$ cat config.mk
export PLATFORM = sky130hd
export DESIGN_NAME = first_fit_pool_allocator_refcount_unit
export DESIGN_NICKNAME = d
export VERILOG_FILES = /design/src/sv/ffpa_pkg.sv /design/src/sv/ffpa_ram.sv /design/src/sv/ffpa_csr.sv /design/src/sv/first_fit_pool_allocator_refcount_unit.sv
export SDC_FILE = /design/constraint.sdc
export NUM_CORES = 2
export LEC_CHECK = 0
export BUFFER_PORTS_ARGS = -buffer_cell sky130_fd_sc_hd__buf_4
export CAP_MARGIN = 20
export CORE_ASPECT_RATIO = 1.5
export CORE_MARGIN = 2
export CORE_UTILIZATION = 58
export CTS_CLUSTER_SIZE = 20
export DETAILED_ROUTE_END_ITERATION = 10
export PLACE_DENSITY = 0.74
export RECOVER_POWER = 50
export REMOVE_ABC_BUFFERS = 1
export SYNTH_ARGS = -nofsm -noshare
export SYNTH_HDL_FRONTEND = slang
export SYNTH_SLANG_ARGS = --single-unit
$ cat constraint.sdc
create_clock -name clock -period 16.2 [get_ports clock]
set_input_delay 1.62 -clock clock [delete_from_list [all_inputs] [get_ports clock]]
set_output_delay 1.62 -clock clock [all_outputs]
set_load 0.01 [all_outputs]
$ cat src/sv/ffpa_pkg.sv
`default_nettype none
// ----------------------------------------------------------------------------
// ffpa_pkg
// shared constants, codes and table entry types of the pool allocator
// ----------------------------------------------------------------------------
package ffpa_pkg;

   localparam int FREE_ENTRIES   = 32;
   localparam int FREE_IDX_W     = $clog2(FREE_ENTRIES);
   localparam int FREE_CNT_W     = $clog2(FREE_ENTRIES + 1);
   localparam int SLOT_ENTRIES   = 32;
   localparam int SLOT_IDX_W     = $clog2(SLOT_ENTRIES);
   localparam int SLOT_CNT_W     = $clog2(SLOT_ENTRIES + 1);
   localparam int POOL_BITS      = 18;
   localparam int POS_W          = POOL_BITS;
   localparam int LEN_W          = POOL_BITS + 1;
   localparam int ARITH_W        = LEN_W + 1;
   localparam int SIZE_W         = 16;
   localparam int ALIGN_W        = 3;
   localparam int REF_W          = 16;
   localparam int HEADER_BYTES   = 8;
   localparam int MAX_ALIGN_LOG2 = 6;
   localparam int POOL_RESET     = 256 * 1024;
   localparam int CSR_ADDR_W     = 3;
   localparam int CSR_DATA_W     = 32;

   localparam logic [REF_W-1:0] REFS_MAX = '1;

   typedef enum logic [1:0] {
      OP_ALLOC   = 2'd0,
      OP_FREE    = 2'd1,
      OP_RETAIN  = 2'd2,
      OP_RELEASE = 2'd3
   } op_type;

   typedef enum logic [2:0] {
      ST_OK         = 3'd0,
      ST_NO_SPACE   = 3'd1,
      ST_UNKNOWN    = 3'd2,
      ST_TABLE_FULL = 3'd3,
      ST_REF_ERROR  = 3'd4
   } status_type;

   localparam logic [CSR_ADDR_W-1:0] REG_POOL_BYTES = 3'd0;

   typedef struct packed {
      logic [POS_W-1:0] start;
      logic [LEN_W-1:0] length;
   } free_entry_type;

   typedef struct packed {
      logic [POS_W-1:0] start;
      logic [LEN_W-1:0] length;
      logic [REF_W-1:0] refs;
   } slot_entry_type;

endpackage
`default_nettype wire

$ cat src/sv/ffpa_ram.sv
`default_nettype none
// ----------------------------------------------------------------------------
// ffpa_ram
// generic single write, single read ram with registered read data
// ----------------------------------------------------------------------------
module ffpa_ram #(
   parameter int WIDTH = 8,
   parameter int DEPTH = 32
) (
   input  wire logic                     clock,
   input  wire logic                     wr_en,
   input  wire logic [$clog2(DEPTH)-1:0] wr_addr,
   input  wire logic [WIDTH-1:0]         wr_data,
   input  wire logic                     rd_en,
   input  wire logic [$clog2(DEPTH)-1:0] rd_addr,
   output logic [WIDTH-1:0]              rd_data
);

   logic [WIDTH-1:0] mem_ff [DEPTH];
   logic [WIDTH-1:0] rd_data_ff;

   always_ff @(posedge clock) begin
      if (wr_en) begin
         mem_ff[wr_addr] <= wr_data;
      end
      if (rd_en) begin
         rd_data_ff <= mem_ff[rd_addr];
      end
   end

   assign rd_data = rd_data_ff;

endmodule
`default_nettype wire

$ cat src/sv/ffpa_csr.sv
`default_nettype none
// ----------------------------------------------------------------------------
// ffpa_csr
// register port holding the pool size; a write requests table reinitialisation
// ----------------------------------------------------------------------------
module ffpa_csr (
   input  wire logic                           clock,
   input  wire logic                           reset,
   input  wire logic                           csr_psel,
   input  wire logic                           csr_penable,
   input  wire logic                           csr_pwrite,
   input  wire logic [ffpa_pkg::CSR_ADDR_W-1:0] csr_paddr,
   input  wire logic [ffpa_pkg::CSR_DATA_W-1:0] csr_pwdata,
   output logic [ffpa_pkg::CSR_DATA_W-1:0]      csr_prdata,
   output logic                                 csr_pready,
   output logic [ffpa_pkg::LEN_W-1:0]           pool_bytes,
   output logic                                 init_req
);
   import ffpa_pkg::*;

   logic [LEN_W-1:0]   pool_ff, pool_in;
   logic               init_ff, init_in;
   logic [ARITH_W-1:0] rounded;
   logic               wr_hit;

   assign wr_hit  = csr_psel & csr_penable & csr_pwrite & (csr_paddr == REG_POOL_BYTES);
   assign rounded = ({1'b0, csr_pwdata[LEN_W-1:0]} + ARITH_W'(3)) & ~ARITH_W'(3);

   always_comb begin
      pool_in = pool_ff;
      init_in = 1'b0;
      if (wr_hit) begin
         init_in = 1'b1;
         // limit to the addressable pool
         if (rounded > ARITH_W'(1 << POOL_BITS)) begin
            pool_in = LEN_W'(1 << POOL_BITS);
         end else begin
            pool_in = rounded[LEN_W-1:0];
         end
      end
   end

   always_ff @(posedge clock) begin
      if (reset) begin
         pool_ff <= LEN_W'(POOL_RESET);
         init_ff <= 1'b0;
      end else begin
         pool_ff <= pool_in;
         init_ff <= init_in;
      end
   end

   assign csr_prdata = (csr_paddr == REG_POOL_BYTES) ? CSR_DATA_W'(pool_ff) : '0;
   assign csr_pready = 1'b1;
   assign pool_bytes = pool_ff;
   assign init_req   = init_ff;

endmodule
`default_nettype wire

$ cat src/sv/first_fit_pool_allocator_refcount_unit.sv
`default_nettype none
// ----------------------------------------------------------------------------
// first_fit_pool_allocator_refcount_unit
// first-fit pool allocator with coalescing free list and slot reference counts
// ----------------------------------------------------------------------------
// One request is handled at a time and gives one response. The free-run list
// and the slot table each live in a ram with registered read data, walked by
// a single sequencer. An allocate reads and checks each free run in turn, and
// when an emptied run is removed the runs behind it move up one place. Free,
// retain and release scan the slot table, reading each valid slot, to find the
// position; a free, or a release that frees the slot, then walks the runs to
// find its neighbours and moves runs on a merge or an insert. The response
// sits in an output register so the next request can be taken while it waits.
// After reset the tables are reinitialised in S_INIT; a pool_bytes write
// reaches the sequencer through a register and then reinitialises in S_INIT.
// No request is taken during either.
module first_fit_pool_allocator_refcount_unit (
   input  wire logic                            clock,
   input  wire logic                            reset,
   input  wire logic                            req_tvalid,
   output logic                                 req_tready,
   // alloc_size[15:0], align_log2[18:16], position[36:19], zero fill
   input  wire logic [39:0]                     req_tdata,
   // operation[1:0]
   input  wire logic [1:0]                      req_tuser,
   output logic                                 rsp_tvalid,
   input  wire logic                            rsp_tready,
   // slot_position[17:0], data_offset[35:18], ref_count[51:36], freed[52], zero fill
   output logic [55:0]                          rsp_tdata,
   // status[2:0]
   output logic [2:0]                           rsp_tuser,
   input  wire logic                            csr_psel,
   input  wire logic                            csr_penable,
   input  wire logic                            csr_pwrite,
   input  wire logic [ffpa_pkg::CSR_ADDR_W-1:0] csr_paddr,
   input  wire logic [ffpa_pkg::CSR_DATA_W-1:0] csr_pwdata,
   output logic [ffpa_pkg::CSR_DATA_W-1:0]      csr_prdata,
   output logic                                 csr_pready
);
   import ffpa_pkg::*;

   typedef enum logic [3:0] {
      S_INIT, S_IDLE, S_A_RD, S_A_EV1, S_A_EV2, S_F_RD, S_F_CMP, S_F_ACT,
      S_G_RD, S_G_CHK, S_G_ACT, S_SH_RD, S_SH_WR, S_DONE
   } state_type;

   logic [LEN_W-1:0] pool_bytes;
   logic             init_req;

   ffpa_csr u_csr (
      .clock       (clock),
      .reset       (reset),
      .csr_psel    (csr_psel),
      .csr_penable (csr_penable),
      .csr_pwrite  (csr_pwrite),
      .csr_paddr   (csr_paddr),
      .csr_pwdata  (csr_pwdata),
      .csr_prdata  (csr_prdata),
      .csr_pready  (csr_pready),
      .pool_bytes  (pool_bytes),
      .init_req    (init_req)
   );

   // ram ports
   logic                  fwr_en, frd_en, swr_en, srd_en;
   logic [FREE_IDX_W-1:0] fwr_addr, frd_addr;
   logic [SLOT_IDX_W-1:0] swr_addr, srd_addr;
   free_entry_type        fwr_data, frd_data;
   slot_entry_type        swr_data, srd_data;

   ffpa_ram #(.WIDTH($bits(free_entry_type)), .DEPTH(FREE_ENTRIES)) u_free_ram (
      .clock   (clock),
      .wr_en   (fwr_en),
      .wr_addr (fwr_addr),
      .wr_data (fwr_data),
      .rd_en   (frd_en),
      .rd_addr (frd_addr),
      .rd_data (frd_data)
   );

   ffpa_ram #(.WIDTH($bits(slot_entry_type)), .DEPTH(SLOT_ENTRIES)) u_slot_ram (
      .clock   (clock),
      .wr_en   (swr_en),
      .wr_addr (swr_addr),
      .wr_data (swr_data),
      .rd_en   (srd_en),
      .rd_addr (srd_addr),
      .rd_data (srd_data)
   );

   state_type             state_ff, state_in;
   op_type                op_ff, op_in;
   logic [SIZE_W-1:0]     size_ff, size_in;
   logic [ALIGN_W-1:0]    align_ff, align_in;
   logic [POS_W-1:0]      pos_ff, pos_in;
   logic [FREE_CNT_W-1:0] idx_ff, idx_in;
   logic [FREE_CNT_W-1:0] count_ff, count_in;
   logic [SLOT_CNT_W-1:0] scan_ff, scan_in;
   logic [SLOT_IDX_W-1:0] sel_ff, sel_in;
   logic [SLOT_ENTRIES-1:0] valid_ff, valid_in;
   logic [POS_W-1:0]      st_ff, st_in;
   logic [LEN_W-1:0]      len_ff, len_in;
   logic [ARITH_W-1:0]    al_ff, al_in;
   logic                  fit_ff, fit_in;
   logic [LEN_W-1:0]      slen_ff, slen_in;
   logic [REF_W-1:0]      refs_ff, refs_in;
   logic                  before_ff, before_in;
   logic                  look_after_ff, look_after_in;
   logic                  after_ff, after_in;
   logic [FREE_IDX_W-1:0] bidx_ff, bidx_in;
   logic [POS_W-1:0]      bstart_ff, bstart_in;
   logic [LEN_W-1:0]      blen_ff, blen_in;
   logic [LEN_W-1:0]      alen_ff, alen_in;
   logic                  insert_ff, insert_in;
   logic [FREE_IDX_W-1:0] ins_idx_ff, ins_idx_in;
   free_entry_type        pend_ff, pend_in;
   status_type            res_status_ff, res_status_in;
   logic [POS_W-1:0]      res_spos_ff, res_spos_in;
   logic [POS_W-1:0]      res_doff_ff, res_doff_in;
   logic [REF_W-1:0]      res_refs_ff, res_refs_in;
   logic                  res_freed_ff, res_freed_in;
   logic                  rsp_valid_ff, rsp_valid_in;
   status_type            rsp_status_ff, rsp_status_in;
   logic [POS_W-1:0]      rsp_spos_ff, rsp_spos_in;
   logic [POS_W-1:0]      rsp_doff_ff, rsp_doff_in;
   logic [REF_W-1:0]      rsp_refs_ff, rsp_refs_in;
   logic                  rsp_freed_ff, rsp_freed_in;

   // request fields
   logic [SIZE_W-1:0]  req_size;
   logic [ALIGN_W-1:0] req_align;
   logic [POS_W-1:0]   req_pos;

   assign req_size  = req_tdata[15:0];
   assign req_align = req_tdata[18:16];
   assign req_pos   = req_tdata[36:19];

   // allocate arithmetic
   logic [ARITH_W-1:0] mask, data_at, al_raw, slot_end, gap;
   logic [LEN_W-1:0]   cut_len;
   logic [ARITH_W-1:0] end_pos;
   logic               free_found;
   logic [SLOT_IDX_W-1:0] free_slot;

   assign mask    = (ARITH_W'(1) << align_ff) - ARITH_W'(1);
   assign data_at = ARITH_W'(frd_data.start) + ARITH_W'(HEADER_BYTES);
   assign al_raw  = (data_at + mask) & ~mask;
   assign gap     = al_ff - (ARITH_W'(st_ff) + ARITH_W'(HEADER_BYTES)) + ARITH_W'(size_ff);
   assign slot_end = (al_ff + ARITH_W'(size_ff) + ARITH_W'(3)) & ~ARITH_W'(3);
   assign cut_len = LEN_W'(slot_end - ARITH_W'(st_ff));
   assign end_pos = ARITH_W'(pos_ff) + ARITH_W'(slen_ff);

   always_comb begin
      free_found = 1'b0;
      free_slot  = '0;
      for (int k = SLOT_ENTRIES - 1; k >= 0; k--) begin
         if (!valid_ff[k]) begin
            free_found = 1'b1;
            free_slot  = SLOT_IDX_W'(k);
         end
      end
   end

   always_comb begin
      state_in      = state_ff;
      op_in         = op_ff;
      size_in       = size_ff;
      align_in      = align_ff;
      pos_in        = pos_ff;
      idx_in        = idx_ff;
      count_in      = count_ff;
      scan_in       = scan_ff;
      sel_in        = sel_ff;
      valid_in      = valid_ff;
      st_in         = st_ff;
      len_in        = len_ff;
      al_in         = al_ff;
      fit_in        = fit_ff;
      slen_in       = slen_ff;
      refs_in       = refs_ff;
      before_in     = before_ff;
      look_after_in = look_after_ff;
      after_in      = after_ff;
      bidx_in       = bidx_ff;
      bstart_in     = bstart_ff;
      blen_in       = blen_ff;
      alen_in       = alen_ff;
      insert_in     = insert_ff;
      ins_idx_in    = ins_idx_ff;
      pend_in       = pend_ff;
      res_status_in = res_status_ff;
      res_spos_in   = res_spos_ff;
      res_doff_in   = res_doff_ff;
      res_refs_in   = res_refs_ff;
      res_freed_in  = res_freed_ff;
      rsp_valid_in  = rsp_valid_ff & ~rsp_tready;
      rsp_status_in = rsp_status_ff;
      rsp_spos_in   = rsp_spos_ff;
      rsp_doff_in   = rsp_doff_ff;
      rsp_refs_in   = rsp_refs_ff;
      rsp_freed_in  = rsp_freed_ff;
      fwr_en   = 1'b0;
      fwr_addr = idx_ff[FREE_IDX_W-1:0];
      fwr_data = '0;
      frd_en   = 1'b0;
      frd_addr = idx_ff[FREE_IDX_W-1:0];
      swr_en   = 1'b0;
      swr_addr = sel_ff;
      swr_data = '0;
      srd_en   = 1'b0;
      srd_addr = scan_ff[SLOT_IDX_W-1:0];

      unique case (state_ff)
         S_INIT: begin
            fwr_en          = 1'b1;
            fwr_addr        = '0;
            fwr_data.start  = '0;
            fwr_data.length = pool_bytes;
            count_in        = (pool_bytes != '0) ? FREE_CNT_W'(1) : '0;
            valid_in        = '0;
            state_in        = S_IDLE;
         end
         S_IDLE: begin
            if (req_tvalid && !init_req) begin
               op_in    = op_type'(req_tuser);
               size_in  = req_size;
               align_in = (req_align > ALIGN_W'(MAX_ALIGN_LOG2)) ?
                          ALIGN_W'(MAX_ALIGN_LOG2) : req_align;
               pos_in   = req_pos;
               res_spos_in  = '0;
               res_doff_in  = '0;
               res_refs_in  = '0;
               res_freed_in = 1'b0;
               if (op_type'(req_tuser) == OP_ALLOC) begin
                  if (!free_found) begin
                     res_status_in = ST_TABLE_FULL;
                     state_in      = S_DONE;
                  end else begin
                     sel_in   = free_slot;
                     idx_in   = '0;
                     state_in = S_A_RD;
                  end
               end else begin
                  res_spos_in = req_pos;
                  scan_in     = '0;
                  state_in    = S_F_RD;
               end
            end
         end
         S_A_RD: begin
            if (idx_ff < count_ff) begin
               frd_en   = 1'b1;
               state_in = S_A_EV1;
            end else begin
               res_status_in = ST_NO_SPACE;
               state_in      = S_DONE;
            end
         end
         S_A_EV1: begin
            st_in    = frd_data.start;
            len_in   = frd_data.length;
            fit_in   = ARITH_W'(frd_data.length) >= ARITH_W'(size_ff) + ARITH_W'(HEADER_BYTES);
            al_in    = al_raw;
            state_in = S_A_EV2;
         end
         S_A_EV2: begin
            if (fit_ff && (gap <= ARITH_W'(len_ff) - ARITH_W'(HEADER_BYTES))) begin
               fwr_en          = 1'b1;
               fwr_data.start  = POS_W'(ARITH_W'(st_ff) + ARITH_W'(cut_len));
               fwr_data.length = len_ff - cut_len;
               swr_en          = 1'b1;
               swr_data.start  = st_ff;
               swr_data.length = cut_len;
               swr_data.refs   = '0;
               valid_in[sel_ff] = 1'b1;
               res_status_in   = ST_OK;
               res_spos_in     = st_ff;
               res_doff_in     = POS_W'(al_ff);
               if (len_ff == cut_len) begin
                  // emptied run leaves the list
                  insert_in = 1'b0;
                  state_in  = S_SH_RD;
               end else begin
                  state_in = S_DONE;
               end
            end else begin
               idx_in   = idx_ff + FREE_CNT_W'(1);
               state_in = S_A_RD;
            end
         end
         S_F_RD: begin
            if (scan_ff == SLOT_CNT_W'(SLOT_ENTRIES)) begin
               res_status_in = ST_UNKNOWN;
               state_in      = S_DONE;
            end else if (valid_ff[scan_ff[SLOT_IDX_W-1:0]]) begin
               srd_en   = 1'b1;
               state_in = S_F_CMP;
            end else begin
               scan_in = scan_ff + SLOT_CNT_W'(1);
            end
         end
         S_F_CMP: begin
            if (srd_data.start == pos_ff) begin
               sel_in   = scan_ff[SLOT_IDX_W-1:0];
               slen_in  = srd_data.length;
               refs_in  = srd_data.refs;
               state_in = S_F_ACT;
            end else begin
               scan_in  = scan_ff + SLOT_CNT_W'(1);
               state_in = S_F_RD;
            end
         end
         S_F_ACT: begin
            swr_data.start  = pos_ff;
            swr_data.length = slen_ff;
            idx_in          = '0;
            before_in       = 1'b0;
            look_after_in   = 1'b0;
            res_refs_in     = refs_ff;
            state_in        = S_DONE;
            case (op_ff)
               OP_FREE: begin
                  if (refs_ff != '0) begin
                     res_status_in = ST_REF_ERROR;
                  end else begin
                     state_in = S_G_RD;
                  end
               end
               OP_RETAIN: begin
                  if (refs_ff == REFS_MAX) begin
                     res_status_in = ST_REF_ERROR;
                  end else begin
                     swr_en        = 1'b1;
                     swr_data.refs = refs_ff + REF_W'(1);
                     res_refs_in   = refs_ff + REF_W'(1);
                     res_status_in = ST_OK;
                  end
               end
               default: begin
                  if (refs_ff == '0) begin
                     res_status_in = ST_REF_ERROR;
                  end else if (refs_ff == REF_W'(1)) begin
                     state_in = S_G_RD;
                  end else begin
                     swr_en        = 1'b1;
                     swr_data.refs = refs_ff - REF_W'(1);
                     res_refs_in   = refs_ff - REF_W'(1);
                     res_status_in = ST_OK;
                  end
               end
            endcase
         end
         S_G_RD: begin
            if (idx_ff < count_ff) begin
               frd_en   = 1'b1;
               state_in = S_G_CHK;
            end else begin
               after_in = 1'b0;
               state_in = S_G_ACT;
            end
         end
         S_G_CHK: begin
            if (look_after_ff || (frd_data.start > pos_ff)) begin
               after_in = ARITH_W'(frd_data.start) == end_pos;
               alen_in  = frd_data.length;
               state_in = S_G_ACT;
            end else if (ARITH_W'(frd_data.start) + ARITH_W'(frd_data.length) ==
                         ARITH_W'(pos_ff)) begin
               before_in     = 1'b1;
               bidx_in       = idx_ff[FREE_IDX_W-1:0];
               bstart_in     = frd_data.start;
               blen_in       = frd_data.length;
               look_after_in = 1'b1;
               idx_in        = idx_ff + FREE_CNT_W'(1);
               state_in      = S_G_RD;
            end else begin
               idx_in   = idx_ff + FREE_CNT_W'(1);
               state_in = S_G_RD;
            end
         end
         S_G_ACT: begin
            res_status_in = ST_OK;
            res_refs_in   = '0;
            res_freed_in  = 1'b1;
            valid_in[sel_ff] = 1'b0;
            state_in      = S_DONE;
            if (before_ff) begin
               fwr_en         = 1'b1;
               fwr_addr       = bidx_ff;
               fwr_data.start = bstart_ff;
               if (after_ff) begin
                  // both neighbours merge, the following run goes away
                  fwr_data.length = blen_ff + slen_ff + alen_ff;
                  insert_in       = 1'b0;
                  state_in        = S_SH_RD;
               end else begin
                  fwr_data.length = blen_ff + slen_ff;
               end
            end else if (after_ff) begin
               fwr_en          = 1'b1;
               fwr_data.start  = pos_ff;
               fwr_data.length = alen_ff + slen_ff;
            end else if (count_ff >= FREE_CNT_W'(FREE_ENTRIES)) begin
               res_status_in    = ST_TABLE_FULL;
               res_refs_in      = refs_ff;
               res_freed_in     = 1'b0;
               valid_in[sel_ff] = 1'b1;
            end else begin
               pend_in.start  = pos_ff;
               pend_in.length = slen_ff;
               ins_idx_in     = idx_ff[FREE_IDX_W-1:0];
               idx_in         = count_ff;
               insert_in      = 1'b1;
               state_in       = S_SH_RD;
            end
         end
         S_SH_RD: begin
            if (insert_ff) begin
               if (idx_ff > FREE_CNT_W'(ins_idx_ff)) begin
                  frd_en   = 1'b1;
                  frd_addr = FREE_IDX_W'(idx_ff - FREE_CNT_W'(1));
                  state_in = S_SH_WR;
               end else begin
                  fwr_en   = 1'b1;
                  fwr_addr = ins_idx_ff;
                  fwr_data = pend_ff;
                  count_in = count_ff + FREE_CNT_W'(1);
                  state_in = S_DONE;
               end
            end else begin
               if (idx_ff + FREE_CNT_W'(1) < count_ff) begin
                  frd_en   = 1'b1;
                  frd_addr = FREE_IDX_W'(idx_ff + FREE_CNT_W'(1));
                  state_in = S_SH_WR;
               end else begin
                  count_in = count_ff - FREE_CNT_W'(1);
                  state_in = S_DONE;
               end
            end
         end
         S_SH_WR: begin
            fwr_en   = 1'b1;
            fwr_data = frd_data;
            idx_in   = insert_ff ? idx_ff - FREE_CNT_W'(1) : idx_ff + FREE_CNT_W'(1);
            state_in = S_SH_RD;
         end
         S_DONE: begin
            if (!rsp_valid_ff || rsp_tready) begin
               rsp_valid_in  = 1'b1;
               rsp_status_in = res_status_ff;
               rsp_spos_in   = res_spos_ff;
               rsp_doff_in   = res_doff_ff;
               rsp_refs_in   = res_refs_ff;
               rsp_freed_in  = res_freed_ff;
               state_in      = S_IDLE;
            end
         end
         default: begin
            state_in = S_INIT;
         end
      endcase

      if (init_req) begin
         state_in = S_INIT;
      end
   end

   always_ff @(posedge clock) begin
      if (reset) begin
         state_ff     <= S_INIT;
         count_ff     <= '0;
         valid_ff     <= '0;
         rsp_valid_ff <= 1'b0;
      end else begin
         state_ff     <= state_in;
         count_ff     <= count_in;
         valid_ff     <= valid_in;
         rsp_valid_ff <= rsp_valid_in;
      end
      op_ff         <= op_in;
      size_ff       <= size_in;
      align_ff      <= align_in;
      pos_ff        <= pos_in;
      idx_ff        <= idx_in;
      scan_ff       <= scan_in;
      sel_ff        <= sel_in;
      st_ff         <= st_in;
      len_ff        <= len_in;
      al_ff         <= al_in;
      fit_ff        <= fit_in;
      slen_ff       <= slen_in;
      refs_ff       <= refs_in;
      before_ff     <= before_in;
      look_after_ff <= look_after_in;
      after_ff      <= after_in;
      bidx_ff       <= bidx_in;
      bstart_ff     <= bstart_in;
      blen_ff       <= blen_in;
      alen_ff       <= alen_in;
      insert_ff     <= insert_in;
      ins_idx_ff    <= ins_idx_in;
      pend_ff       <= pend_in;
      res_status_ff <= res_status_in;
      res_spos_ff   <= res_spos_in;
      res_doff_ff   <= res_doff_in;
      res_refs_ff   <= res_refs_in;
      res_freed_ff  <= res_freed_in;
      rsp_status_ff <= rsp_status_in;
      rsp_spos_ff   <= rsp_spos_in;
      rsp_doff_ff   <= rsp_doff_in;
      rsp_refs_ff   <= rsp_refs_in;
      rsp_freed_ff  <= rsp_freed_in;
   end

   // no request while a pool_bytes write is pending
   assign req_tready = (state_ff == S_IDLE) && !init_req;
   assign rsp_tvalid = rsp_valid_ff;
   assign rsp_tuser  = rsp_status_ff;
   assign rsp_tdata  = {3'b000, rsp_freed_ff, rsp_refs_ff, rsp_doff_ff, rsp_spos_ff};

endmodule
`default_nettype wire

Word-level counts from Yosys, hierarchy flattened. Memories as Yosys holds them, arrays and structs flattened. A register that Yosys moved wholly into a read port is not among the register bits. Cells that the tools add are included. W data, S select, Z words.

Register bits after elaboration: 430. Bits in writable memories: 2880. Bits of input ports: 84. Logic and storage cells: 416. Memories kept: 2.

Add/subtract/negate cells: 26. Magnitude comparators: 12. Equality and inequality tests: 52. Shift-type cells: 1. Muxes and demuxes: 221. Bitwise operators: 15. Reductions and logical operators: 48.

Memories: u_slot_ram.mem_ff (words 32, bits a word 53, rd ports 1, clocked after memory_dff 1, wr ports 1, line ffpa_ram.sv:19) `logic [WIDTH-1:0] mem_ff [DEPTH];`; u_free_ram.mem_ff (words 32, bits a word 37, rd ports 1, clocked after memory_dff 1, wr ports 1, line ffpa_ram.sv:19).

Operators with widths (count): $mux W5 (43); $mux W37 (5); $pmux W37 S5 (1); $mux W16 (10); $mux W32 (4); $pmux W53 S2 (1); $mux W6 (17); $pmux W32 S3 (1); $mux W18 (5); $mux W1 (73); $pmux W18 S2 (2); $or A32 B32 Y32 (2); $pmux W16 S2 (2); $add A19 B19 Y19 (3); $mux W19 (3); $pmux W4 S14 (1); $mux W53 (1); $mux W3 (17); $pmux W16 S3 (1); $ne A2 B2 Y1 const B (22); $add A18 B19 Y20 (2); $mux W4 (10); $add A18 B4 Y19 const B (2); $pmux W6 S6 (1); 78 further kinds (146).

Logic depth before layout (Yosys ltp).
Depth in word-level cells: 36. Depth in mapped cells: 31. Gate-level depth less buffers: 31.

By module. Synthesis repeated with hierarchy kept, for this count alone.

Cell total of the unflattened synthesis: 9732. Area total of the unflattened synthesis: 147159.9 µm².

Modules (own cells, without submodules): ffpa_ram at u_slot_ram (times used 1, cells each 3711, area an instance 67279.5 µm², seq. area each 52520.4 µm²); ffpa_ram at u_free_ram (times used 1, cells each 2605, area an instance 47211.5 µm², seq. area each 36665.2 µm²); first_fit_pool_allocator_refcount_unit (times used 1, cells each 3260, area an instance 31358.8 µm², seq. area each 11881.4 µm²); ffpa_csr (times used 1, cells each 156, area an instance 1310.0 µm², seq. area each 360.3 µm²).

Worst setup path before layout. No wires, ideal clock.

Path kind: reg-to-reg. Start point: register st_ff[1]. End point: memory u_slot_ram.mem_ff[25][0] (netlist bit) (enable). Setup time: 529 ps. Data arrival time: 8446 ps. Setup slack: 7224 ps. Cell stages (with the launch flop): 27. Path buffers: 1. Clock period less this slack: 8976 ps. Cell sequence: edfxtp_1 > fa_1 > inv_1 > ha_1 > ha_1 > inv_1 > fa_1 > nor2b_1 > o21ai_0 > a21o_1 > a31oi_1 > a211oi_1 > o31ai_1 > o21ai_0 > nand2b_1 > a21oi_1 > xnor2_1 > ha_1 > and3_1 > nand4_1 > o21ai_0 > nor4_1 > o21ai_0 > nor2_1 > nor2_1 > buf_2 > nor3_1.

Cells in the longest elaborated chain, start to end: 9.

Ends and longest elaborated chain: from (decl) (line first_fit_pool_allocator_refcount_unit.sv:101) `logic [POS_W-1:0] st_ff, st_in;`; from (signal assigned) (line first_fit_pool_allocator_refcount_unit.sv:487) `st_ff <= st_in;`; $add A18 B4 Y19 (line first_fit_pool_allocator_refcount_unit.sv:148) `assign gap = al_ff - (ARITH_W'(st_ff) + ARITH_W'(HEADER_BYTES)) + ARITH_W'(size_ff);`; $sub A20 B19 Y20 (line first_fit_pool_allocator_refcount_unit.sv:148); $add A20 B16 Y20 (line first_fit_pool_allocator_refcount_unit.sv:148); $le A20 B20 Y1 (line first_fit_pool_allocator_refcount_unit.sv:267) `if (fit_ff && (gap <= ARITH_W'(len_ff) - ARITH_W'(HEADER_BYTES))) begin`; $logic_and A1 B1 Y1 (line first_fit_pool_allocator_refcount_unit.sv:267); $mux W1 (line first_fit_pool_allocator_refcount_unit.sv:267); $pmux W1 S2 (line first_fit_pool_allocator_refcount_unit.sv:213) `unique case (state_ff)`; $mux W1 (line ffpa_ram.sv:23) `if (wr_en) begin`; $mux W1 (implied by the code) (line ffpa_ram.sv:24) `mem_ff[wr_addr] <= wr_data;`; to (decl) (line ffpa_ram.sv:19).

Every way passes these cells.

Final worst setup path.
Start point: register scan_ff[1]. End point: register u_slot_ram.rd_data_ff[5] (netlist: u_slot_ram.rd_data[5]) (read register of u_slot_ram.mem_ff) (data pin).

Cells in the longest elaborated chain, start to end: 5. Elaborated cells between the ends (all ways): 6. Classes of those cells: eq/ne: 1; mux: 5.

Ends and longest elaborated chain: from (decl) (line first_fit_pool_allocator_refcount_unit.sv:98) `logic [SLOT_CNT_W-1:0] scan_ff, scan_in;`; from (signal assigned) (line first_fit_pool_allocator_refcount_unit.sv:485) `scan_ff <= scan_in;`; $bmux W1 S5 (line first_fit_pool_allocator_refcount_unit.sv:295) `end else if (valid_ff[scan_ff[SLOT_IDX_W-1:0]]) begin`; $mux W1 (implied by the code) (line first_fit_pool_allocator_refcount_unit.sv:295); $mux W1 (line first_fit_pool_allocator_refcount_unit.sv:295); $mux W1 (line first_fit_pool_allocator_refcount_unit.sv:292) `if (scan_ff == SLOT_CNT_W'(SLOT_ENTRIES)) begin`; $mux W1 (line first_fit_pool_allocator_refcount_unit.sv:213); to (decl) (line ffpa_ram.sv:20) `logic [WIDTH-1:0] rd_data_ff;`.

Several ways; a longest one is shown, not always the timed one. The select of a mux whose other input is x is not followed. A chain may end at the register's enable or synchronous reset.

==> impl_metrics.env <==
export IMPL_place_gp_congestion=0.986
export IMPL_syn2layout_area_growth_pct=10.5
export IMPL_avgSynthCellArea_um2=15.5
export IMPL_drc_errors=0
export IMPL_yosysSeqAreaShare_pct=69.8
export IMPL_synthDominantCellAreaShare_pct=68.9
export IMPL_ir_drop_uv=371
export IMPL_tritoncts_clock_tree="done"
export IMPL_grt_usage_pct=33.2
export IMPL_grt_start_max_net_pins=209
export IMPL_totalWireLength_mm=427
export IMPL_clock_skew_ns=0.0525
export IMPL_intPower_w=0.0178
export IMPL_cts_htree_levels=5
export IMPL_p_clk_share_pct=27.7
export IMPL_grt_setup_unrepaired="false"
export IMPL_setup_worst_path_class="register to register"
export IMPL_timing_final_crit_share_pct=75.0
export IMPL_post_cts_resized_instances=0
export IMPL_critical_path_slowest_cell="sky130_fd_sc_hd__clkbuf_1"
export IMPL_grt_ovfl_total=0
export IMPL_clk_insertion_delay_late_ns=0.91
export IMPL_netlist_top_cells_count="3,337 x sky130_fd_sc_hd__edfxtp_1, 1,453 x sky130_fd_sc_hd__nand2_1, 663 x sky130_fd_sc_hd__nand3_1, 539 x sky130_fd_sc_hd__mux4_2, 335 x sky130_fd_sc_hd__ha_1"
export IMPL_drt_pass1_iter_count=10
export IMPL_worst_slew_pin_slew_ns=4.68
export IMPL_cts_num_sinks=3398
export IMPL_critPathMostFrequentCell="sky130_fd_sc_hd__clkbuf_1"
export IMPL_drtIter0Drc=12072
export IMPL_area_of_the_core_region_um2=250000
export IMPL_die_area_um2=255000
export IMPL_switchingPower_w=0.00935
export IMPL_async_set_or_reset_flop_fraction_in_the_synthesized_netlist_pct=0
export IMPL_postSynthCellCount=9402
export IMPL_clk_pin_slew_worst_paths_ns=0.07
export IMPL_cpPeakStageDelay_ns=3.15
export IMPL_die_width_um=413
export IMPL_synth_area_um2=145000
export IMPL_antenna_found_initial=23
export IMPL_final_period_minus_worst_setup_slack_ns=12.16
export IMPL_synth_top_area_cell="sky130_fd_sc_hd__edfxtp_1"
export IMPL_i_o_pins=178
export IMPL_row_count=225
export IMPL_outcome="finished with violations"
export IMPL_synth_edff_count=3337
export IMPL_critical_path_peak_fanout=129
export IMPL_endpoint_kind="register"
export IMPL_nets=10158
export IMPL_crit_path_cell_chain="clkbuf_1 -> buf_12 -> clkbuf_1 -> clkbuf_1 -> mux4_2 -> mux4_2 -> mux2_1"
export IMPL_critical_path_required_ns=16.84
export IMPL_worst_relative_slew_slack_pct=-212
export IMPL_max_freq_ghz=0.0823
export IMPL_utilization_pct=64.3
export IMPL_synth_yosys_warnings=0
export IMPL_vias=88752
export IMPL_antenna_left=0
export IMPL_io_buffer_count=142
export IMPL_drive_above_1_share_pct=14.4
export IMPL_clock_tree_buffer_depth=4
export IMPL_worst_ep_arrival_time_ns=12.79
export IMPL_ys_flop_type="sky130_fd_sc_hd__edfxtp_1"
export IMPL_holdBufCountCts=0
export IMPL_hold_slack_ns=0.419
export IMPL_violations="capacitance limit, slew limit"
export IMPL_switching_share_pct=34.4
export IMPL_post_cts_repair_setup_buffers=0
export IMPL_vias_per_cell=6.70
export IMPL_cts_buffers=307
export IMPL_finalHoldViolations=0
export IMPL_dp_final_hpwl_mm=253
export IMPL_clock_root_buffer="sky130_fd_sc_hd__clkbuf_16"
export IMPL_ff2ff_path_depth=7
export IMPL_synth_area_leaders="sky130_fd_sc_hd__edfxtp_1 69%, sky130_fd_sc_hd__mux4_2 8.3%, sky130_fd_sc_hd__nand2_1 3.8%"
export IMPL_share_seq_of_total_power_pct=39.3
export IMPL_final_max_slew_violation_count=1576
export IMPL_synth_most_common_cell="sky130_fd_sc_hd__edfxtp_1"
export IMPL_fp_dieH_um=617
export IMPL_synth_ff_latch_count=3398
export IMPL_combinationalPowerShare_pct=33.0
export IMPL_start_util_pct=58.2
export IMPL_hold_path_class="register to register"
export IMPL_synth_lib_cells_used_distinct=102
export IMPL_power_density_cell_area_nw_per_um2=169
export IMPL_route_detailed_wl_per_inst_um=32.2
export IMPL_first_pass_grt_wire_length_mm=605
export IMPL_setup_total_negative_slack_ns=0
export IMPL_p_leak_nw=51.1
export IMPL_timing_hold_worst_path_depth=0
export IMPL_grt_pass1_vias=87922
export IMPL_critical_path_startpoint_type="register"
export IMPL_max_capacitance_violation_count=43
export IMPL_setup_viol=0
[worst max-delay path: cells and delay by family (launching register included)]
family   cells  cell delay (ns)
flops        1             0.32
buf+inv      4             9.84
mux          3             1.52
[per-stage QoR]
stage / instances / worst slack (ns) / area, µm² / power [W]
CTS: 13194 / 7.11 / 162000 / 0.0271
global placement: 12641 / 7.04 / 151000 / 0.0194
floorplan: 8962 / -5.14 / 143000 / 0.0186
finish: 13247 / 4.04 / 161000 / 0.0271
global route: 13243 / 3.54 / 161000 / 0.0281
detailed placement: 12650 / 7.15 / 151000 / 0.0196
[cells in the final DEF (no fill, tap or decap), types with 51 or more instances in the layout]
cell,n
sky130_fd_sc_hd__edfxtp_1,3337
sky130_fd_sc_hd__nand2_1,1451
sky130_fd_sc_hd__nand3_1,661
sky130_fd_sc_hd__mux4_2,539
sky130_fd_sc_hd__ha_1,335
sky130_fd_sc_hd__clkbuf_16,315
sky130_fd_sc_hd__nor2_1,294
sky130_fd_sc_hd__clkbuf_1,266
sky130_fd_sc_hd__o21ai_0,250
sky130_fd_sc_hd__a21oi_1,241
sky130_fd_sc_hd__inv_1,221
sky130_fd_sc_hd__buf_4,187
sky130_fd_sc_hd__xnor2_1,177
sky130_fd_sc_hd__nand4_1,175
sky130_fd_sc_hd__xor2_1,110
sky130_fd_sc_hd__nor3_1,84
sky130_fd_sc_hd__a21o_1,81
sky130_fd_sc_hd__nor4_1,64
sky130_fd_sc_hd__dfxtp_1,61
sky130_fd_sc_hd__clkinv_2,54
sky130_fd_sc_hd__clkinv_1,51
[final cells by class]
| class | count | area [µm²] |
|---|---|---|
| Tap cell | 3291 | 4120 |
| Multi-Input combinational cell | 5340 | 41400 |
| Sequential cell | 3398 | 101000 |
| Clock buffer | 356 | 8080 |
| Antenna cell | 7 | 17.5 |
| Timing Repair Buffer | 443 | 2630 |
| Clock inverter | 188 | 2090 |
| Fill cell | 17132 | 89400 |
| Inverter | 224 | 841 |
[state kept, by name, summed over array words and instances, names as in the netlist, 19 cells and up]
signal	flops
al_ff	20
alen_ff	19
blen_ff	19
len_ff	19
pend_ff	37
slen_ff	19
u_free_ram.mem_ff	1184
u_free_ram.rd_data	37
u_slot_ram.mem_ff	1696
u_slot_ram.rd_data	53
valid_ff	32
[logic make-up (layout without fill, tap and decap cells)]
family | Yosys count | in the layout | synth area share (%)
flip-flops | 3398 | 3398 | 69.8
other | 2 | 30 | 0.00517
AO/OA/AOI/OAI | 959 | 959 | 4.25
XOR/XNOR | 288 | 288 | 1.74
adder cells (fa/ha/maj) | 360 | 360 | 3.23
multiplexers | 619 | 619 | 8.95
AND/OR/NAND/NOR | 3091 | 3091 | 10.0
buffers and inverters | 685 | 1211 | 2.06
[layer usage]
| metal | vias up | wire length [µm] | track usage [%] |
|---|---|---|---|
| met2 | 5732 | 212000 | 56.3 |
| met3 | 1445 | 42300 | 5.99 |
| li1 | 36816 | - | - |
| met1 | 44741 | 142000 | 40.0 |
| met5 | - | 120 | 0 |
| met4 | 18 | 30200 | 19.0 |
[power by group through the flow]
stage	Sequential [W]	Clock [W]	Combinational, W
finish	0.0107	0.00751	0.00897
CTS	0.0106	0.00755	0.00889
global route	0.0107	0.00786	0.00956
detailed placement	0.0108	0	0.00879
floorplan	0.0112	0	0.00741
global placement	0.0108	0	0.00862
[final timing paths]
kind | slack (ns) | endpoint | start
max | 4.04 | u_slot_ram.rd_data[5] | scan_ff[1]
min reg2reg | 0.42 | rsp_spos_ff[2] | res_spos_ff[2]
min | 0.42 | rsp_spos_ff[2] | res_spos_ff[2]
max reg2reg | 4.04 | u_slot_ram.rd_data[5] | scan_ff[1]
Power figures use the tool's default switching activity.
